==> src/sv/rau_pkg.sv <==
`timescale 1ns / 1ps
// package for the rational arithmetic unit: field widths, operation and status codes,
// controller states and the command/status types between controller and datapath

package rau_pkg;

    localparam int FIELD_W        = 32;
    localparam int CMD_W          = 2;
    localparam int RES_DEN_W      = 31;
    localparam int STATUS_W       = 2;
    localparam int DATA_WIDTH_DEF = 32;

    localparam logic [CMD_W-1:0] OP_ADD = 2'd0;
    localparam logic [CMD_W-1:0] OP_SUB = 2'd1;
    localparam logic [CMD_W-1:0] OP_MUL = 2'd2;
    localparam logic [CMD_W-1:0] OP_DIV = 2'd3;

    localparam logic [STATUS_W-1:0] ST_OK       = 2'd0;
    localparam logic [STATUS_W-1:0] ST_ZERO_DEN = 2'd1;
    localparam logic [STATUS_W-1:0] ST_OVERFLOW = 2'd2;

    typedef enum logic [3:0] {
        S_IDLE,
        S_MUL_P,
        S_MUL_Q,
        S_MUL_D,
        S_COMBINE,
        S_GCD,
        S_DIV_N,
        S_DIV_D,
        S_WAIT_OUT
    } ctrl_state_t;

    typedef enum logic [3:0] {
        CMD_NONE,
        CMD_LOAD,
        CMD_MUL_P,
        CMD_MUL_Q,
        CMD_MUL_D,
        CMD_COMBINE,
        CMD_GCD_STEP,
        CMD_DIV_N_START,
        CMD_DIV_D_START,
        CMD_DIV_STEP,
        CMD_FINISH
    } dp_cmd_t;

    typedef struct packed {
        logic zero_err;
        logic n_zero;
        logic gcd_done;
        logic div_done;
    } dp_status_t;

endpackage

==> src/sv/rau_ctrl.sv <==
`timescale 1ns / 1ps
// controller of the rational arithmetic unit: sequences load, products, gcd,
// divisions and the output register handshake; uses rau_pkg

module rau_ctrl
    import rau_pkg::*;
(
    input  logic       clk,
    input  logic       rst_n,
    input  logic       in_valid,
    output logic       in_ready,
    output logic       out_valid,
    input  logic       out_ready,
    input  dp_status_t dp_status,
    output dp_cmd_t    cmd
);

    ctrl_state_t state_reg, state_next;
    logic        out_valid_reg, out_valid_next;

    always_ff @(posedge clk or negedge rst_n)
    begin
        if (!rst_n)
        begin
            state_reg     <= S_IDLE;
            out_valid_reg <= 1'b0;
        end
        else
        begin
            state_reg     <= state_next;
            out_valid_reg <= out_valid_next;
        end
    end

    always_comb
    begin
        state_next     = state_reg;
        out_valid_next = out_valid_reg && !out_ready;
        cmd            = CMD_NONE;
        in_ready       = 1'b0;
        case (state_reg)
            S_IDLE:
            begin
                in_ready = 1'b1;
                if (in_valid)
                begin
                    cmd        = CMD_LOAD;
                    state_next = S_MUL_P;
                end
            end
            S_MUL_P:
            begin
                if (dp_status.zero_err)
                begin
                    state_next = S_WAIT_OUT;
                end
                else
                begin
                    cmd        = CMD_MUL_P;
                    state_next = S_MUL_Q;
                end
            end
            S_MUL_Q:
            begin
                cmd        = CMD_MUL_Q;
                state_next = S_MUL_D;
            end
            S_MUL_D:
            begin
                cmd        = CMD_MUL_D;
                state_next = S_COMBINE;
            end
            S_COMBINE:
            begin
                cmd        = CMD_COMBINE;
                state_next = S_GCD;
            end
            S_GCD:
            begin
                if (dp_status.n_zero)
                begin
                    state_next = S_WAIT_OUT;
                end
                else if (dp_status.gcd_done)
                begin
                    cmd        = CMD_DIV_N_START;
                    state_next = S_DIV_N;
                end
                else
                begin
                    cmd = CMD_GCD_STEP;
                end
            end
            S_DIV_N:
            begin
                if (dp_status.div_done)
                begin
                    cmd        = CMD_DIV_D_START;
                    state_next = S_DIV_D;
                end
                else
                begin
                    cmd = CMD_DIV_STEP;
                end
            end
            S_DIV_D:
            begin
                if (dp_status.div_done)
                begin
                    state_next = S_WAIT_OUT;
                end
                else
                begin
                    cmd = CMD_DIV_STEP;
                end
            end
            S_WAIT_OUT:
            begin
                if (!out_valid_reg || out_ready)
                begin
                    cmd            = CMD_FINISH;
                    out_valid_next = 1'b1;
                    state_next     = S_IDLE;
                end
            end
            default:
            begin
                state_next = S_IDLE;
            end
        endcase
    end

    assign out_valid = out_valid_reg;

    // an accepted item always starts with the product phase
    assert property (@(posedge clk) disable iff (!rst_n)
        (in_valid && in_ready) |=> (state_reg == S_MUL_P))
        else $error("accepted item did not start products");

    // a result appears only out of the output wait state
    assert property (@(posedge clk) disable iff (!rst_n)
        $rose(out_valid_reg) |-> $past(state_reg == S_WAIT_OUT))
        else $error("result raised outside output wait");

    // gcd is entered only from the combine step
    assert property (@(posedge clk) disable iff (!rst_n)
        (state_reg == S_GCD) |-> ($past(state_reg) == S_COMBINE)
                                 || ($past(state_reg) == S_GCD))
        else $error("gcd entered out of sequence");

endmodule

==> config.mk <==
export PLATFORM = sky130hd
export DESIGN_NAME = rau_ctrl
export DESIGN_NICKNAME = d
export VERILOG_FILES = /design/src/sv/rau_pkg.sv /design/src/sv/rau_ctrl.sv
export SDC_FILE = /design/constraint.sdc
export NUM_CORES = 1
export LEC_CHECK = 0
export ABC_AREA = 1
export BUFFER_PORTS_ARGS = -buffer_cell sky130_fd_sc_hd__buf_2
export CAP_MARGIN = 20
export CORE_AREA = 2 2 39 41
export DETAILED_ROUTE_END_ITERATION = 10
export DIE_AREA = 0 0 41 43
export GPL_ROUTABILITY_DRIVEN = 0
export MAX_ROUTING_LAYER = met4
export PLACE_DENSITY = 0.56
export SYNTH_ARGS = -nofsm -noshare
export SYNTH_HDL_FRONTEND = slang
export SYNTH_SLANG_ARGS = --single-unit
==> constraint.sdc <==
create_clock -name clk -period 1.2 [get_ports clk]
set_input_delay 0.06 -clock clk [delete_from_list [all_inputs] [get_ports clk]]
set_output_delay 0.06 -clock clk [all_outputs]
set_load 0.01 [all_outputs]
Word level (Yosys, flattened, before mapping):

Index checks and enable logic that the tools add are counted.

* equal/unequal tests: 13
* mux-type cells: 19
* reductions and logical operators: 6

Operator list (count)
* one-hot mux 4 bit (9 select lines): 2
* two-way mux 4 bit: 9
* equality test 4 x 3 -> 1 bit (second input constant): 4
* equality test 4 x 2 -> 1 bit (second input constant): 2
* inequality test 2 bit (second input constant): 4
* two-way mux 1 bit: 6
* AND reduction 5 bit: 1
* equality test 4 x 1 -> 1 bit (second input constant): 1
* equality test 4 bit (second input constant): 1
* zero test 4 bit: 1
* two-way mux 3 bit: 1
* inequality test 3 bit (second input constant): 1
* zero test 1 bit: 2
* two-way mux 2 bit: 1
* logical AND 1 bit: 1
* logical OR 1 bit: 1

* flip-flop bits (word level): 5
* output and inout bits: 6
* logic and storage cells: 40

Longest topological paths before layout:

* depth in word-level cells: 4
* depth in mapped cells: 8

Worst setup path before layout:

No wires, ideal clock.

* path type: flip-flop to flip-flop
* start point: reg state_reg[1]
* end point: reg state_reg[2]
* arrival time: 1.008 ns
* data required time: 1.077 ns
* path slack: 0.069 ns
* stages on the path, launching flop included: 8
* buffers on the path: 1
* cells stage by stage: dfrtp_1 buf_4 nor2_2 nand3_1 nand2_2 nor2_2 nand2_1 nand2_1

* cells in the longest elaborated chain, start to end: 3
* elaborated cells between the ends (all ways): 16

Ends and longest elaborated chain
* start, declared: RTL line rau_ctrl.sv:18 `ctrl_state_t state_reg, state_next;`
* start signal, assigned: RTL line rau_ctrl.sv:30 `state_reg <= state_next;`
* equality test 4 x 3 -> 1 bit (tied with other cells): RTL line rau_ctrl.sv:41 `case (state_reg)`
* inequality test 3 bit (no line) / inequality test 2 bit (equally long branches)
* AND reduction 5 bit (no line)

Several ways; a longest one is shown, not always the timed one.
A chain may end at the register's enable or synchronous reset.

Final worst setup path:

* start point: reg state_reg[3]
* end point: out cmd[1]

* cells in the longest elaborated chain, start to end: 2
* elaborated cells between the ends (all ways): 10

Ends and longest elaborated chain
* equality test 4 bit (tied with other cells): RTL line rau_ctrl.sv:41
* one-hot mux 4 bit (9 select lines) (*): RTL line rau_ctrl.sv:41
* end, declared: RTL line rau_ctrl.sv:15 `output dp_cmd_t cmd`

Mark *: on every way between the ends. The rest lies on a longest branch, timed or not.

==> reports/summary.md <==
The cell type group with the largest total delay on the critical path was simple AND/OR/NAND/NOR gates. The worst setup path is captured at a primary output. Cell internal power was estimated by the tool at 1020 uW.

For the number of violations reported at the end of detailed-routing iteration 0, the log shows 14. The slew of the pin with the lowest slew margin was 0.201 ns. On the critical path, the stage with the largest delay is an instance of sky130_fd_sc_hd__dfrtp_2. After filler insertion, the fill cell instance count of the layout stands at 118.

In the routed layout, each cell is associated on average with a via count of 4.82. The tools report the number of nets in the layout as 110. In this run the worst hold path is classified as primary input to flip-flop.

The clock drives 5 sinks. The mean post-synth cell area was 6.45 um2. The analysis attributes to net switching a power of 917 uW. The tools report the worst clock skew on the final layout as 0.00101 ns. The tightest slew margin relative to the limit is 86.5%, and the synthesis-to-finish area growth is 67.4%. The maximum ir drop on the vdd rail is 1.28 mV. The run gives 0 as the count of final max-slew check failures. The reg-to-reg setup timing slack was -0.14 ns; the number of unique standard cell types used by synthesis was 18. The kind of launch point of the worst setup path was a flip-flop. Setup violations remaining at the end of the flow were counted as 8.

During I/O placement, the number of pins put on the boundary was 14. The synthesized netlist occupies a cell area of 464 um2. For this run, the total global-route usage over all layers was measured as 19.0%. The later pin in the worst-skew pair is clocked with a latency of 0.24 ns. Yosys warning count: 0. Counting flops and latches in the post-synthesis netlist gives 5.

The total power per unit cell area is 2490 nW/um2. TritonCTS built the clock tree. Critical path capture point: cmd[1].

The biggest cell delay along the critical path works out to 0.45 ns. Minimum clock period after layout: 1.43 ns. The run finished, with violations left. The leading cell type in the layout, fill and taps excluded is sky130_fd_sc_hd__nand2_1. The via count of the first global-routing pass was 533. The total overflow left after global routing is 0. Initial antenna violation count: 0. Setup repair after global routing could not meet its margin everywhere. Highest-utilization routing layer at the global route stage: met2. After floorplanning, the core was divided into 14 placement rows. At the end of the flow the core is filled with cells to 56.1%. For the number of iterations in the first detailed-routing pass, the log shows 4. The critical path crosses 6 cells after its start point.

Destination of the worst register-to-register timing path: state_reg[1]. The sequential cells in the finished layout cover a total of 130 um2. For the worst setup path, the data required time is 1.14 ns. Max-cap violations in this run came to 0. The worst register-to-register path begins at state_reg[3]. Port buffering added 13 buffers. The area of all placed cells without fillers was 777 um2; the global-route met1 utilization was 24.7%.

Summing the sequential cell areas from Yosys gives 27.0% of the chip area. Total inserted antenna cells: 0. The worst setup path is of the flip-flop to primary output kind.

The number of endpoints with negative hold slack in the final report came out at 0. Sequential cells account for 18.9% of the total power. The remaining antenna violation count after routing is 0.

The layout cell share with drive strength beyond 1 is 54.5%, and the maximum fanout encountered on the critical timing path is 4. The clock network accounts for 9.9% of the total power. For met3 alone, demand over resource in global routing was 4.71%. Switching part of the total power: 47.4%.

Combinational cells account for 71.2% of the total power. The count of buffer and inverter cells on the critical path was 2. Summing all multi-input logic gate instances after layout gives 355 um2. Cell depth of the worst flop-to-flop path: 8. The cell count after synthesis came out at 72. The final reports fail on negative setup slack.

The top cell types in the final layout, fill and taps aside, are sky130_fd_sc_hd__nand2_1, sky130_fd_sc_hd__buf_2, sky130_fd_sc_hd__buf_4. Of all cell types, the one taking the most synthesized area is sky130_fd_sc_hd__dfrtp_1. Summed over all layers, the routed wires come to 1380 um.

Entering global routing, the biggest net connects 7 pins. For the endpoint arrival time on the critical path, the log shows 1.37 ns. The setup TNS was -1.30 ns; the fraction of synthesized cell area taken by the top area cell type was 27.0%.

The first global-routing pass estimated 2230 um of wire. The logs give 0.699 GHz for the highest clock frequency the design can meet and 587 um2 for the standard cell area after detailed placement. The die outline width is 41 um. Mean routed wirelength per cell: 11.8 um.

For this design the static power due to leakage is 0.000435 uW. The met2 global-route usage came out at 29.1%. The HPWL after detailed placement is 912 um. The number of nets handed over by synthesis was 80. Across all layers, the routed design uses 564 vias.

Ranked by total cell area, the synthesized netlist is headed by sky130_fd_sc_hd__dfrtp_1, sky130_fd_sc_hd__nand2_1, sky130_fd_sc_hd__nand3_1. In this run the vertical extent of the chip is 43 um. The worst-case hold slack was 0.0420 ns.

The start point of the critical path was state_reg[3]. The initial cell density of the core was 33.5%; the total die area was 1760 um2. The tools report the root cell of the clock tree as sky130_fd_sc_hd__clkbuf_4. After detailed routing, the number of remaining DRC violations is 0. Of the available clock period, the critical path in the final layout requires 119%. The core footprint came out at 1380 um2. The register with the most flip-flops in the layout has 4 of them. The run gives -0.231 ns as the minimum setup slack in the final design. Clock-pin slew was measured on the worst setup and hold paths at 0.04 ns. The post-place setup slack is -0.0605 ns, and the total CTS buffers is 3.

The logs give 1 for the number of H-tree levels and 2 for the buffer levels on the longest clock path. The signal on the critical path passes through inv_4 > nor2_4 > nand2_2 > or2_4 > nand3_2 > buf_6.
## how the worst min path moves through the flow
stage,startpoint,endpoint,slack [ns],depth (start not counted)
CTS,out_ready,out_valid,0.03,2
finish,out_ready,out_valid,0.04,2
detailed placement,rst_n,out_valid,-0.12,1
global placement,rst_n,out_valid,-0.12,1
global route,out_ready,out_valid,0.05,2
floorplan,rst_n,out_valid,-0.24,0
## kinds of logic after synthesis
group                  Yosys count  share of synthesized area (%)
buffers and inverters           12                           10.5
AO/OA/AOI/OAI                    4                           4.85
flip-flops                       5                           27.0
AND/OR/NAND/NOR                 51                           57.7
## area by class of cell
cell class,instances,share of cell area [%]
repair buffers,26,25.6
clock buffers,4,3.38
well taps,16,2.58
multi-input cells,55,45.7
inverters,11,5.96
flip-flops and latches,5,16.7
## routing by layer
layer  wire length [um]  vias to the layer above  share of wire (%)
met1                593                      270                 43
met5                  0                        -                  0
met2                750                        9                 55
met3                 31                        0                2.3
li1                   -                      285                  -
met4                  0                        0                  0
## through the flow
| step | total power [uW] | instances |
|---|---|---|
| 2_1_floorplan | 953 | 72 |
| 3_3_place_gp | 1300 | 106 |
| 3_5_place_dp | 1290 | 106 |
| 4_1_cts | 1720 | 116 |
| 5_1_grt | 2090 | 117 |
| 6_report | 1940 | 117 |
## synthesized netlist by cell type (all sizes together)
library cell  number
dfrtp              5
o211ai             1
o21ai              3
or2                1
buf                1
nor2              12
nand4              1
nand3b             2
inv               11
nand2             23
nand3             12
## timing repair
item                                    in CTS  in global routing
gates resized for setup                     17                 13
buffers inserted                             5                  1
hold buffers                                 1                  0
endpoints found under the setup margin       7                  9
pin swaps                                    7                  7
endpoints found under the hold margin        5                  0
## power groups by stage
stage | Combinational, uW | Sequential, uW | Clock, uW
2_1_floorplan | 641 | 312 | 0
3_3_place_gp | 975 | 324 | 0
4_1_cts | 1180 | 345 | 201
5_1_grt | 1500 | 378 | 212
6_report | 1380 | 367 | 191
3_5_place_dp | 968 | 319 | 0
(Power assumes the default switching activity.)
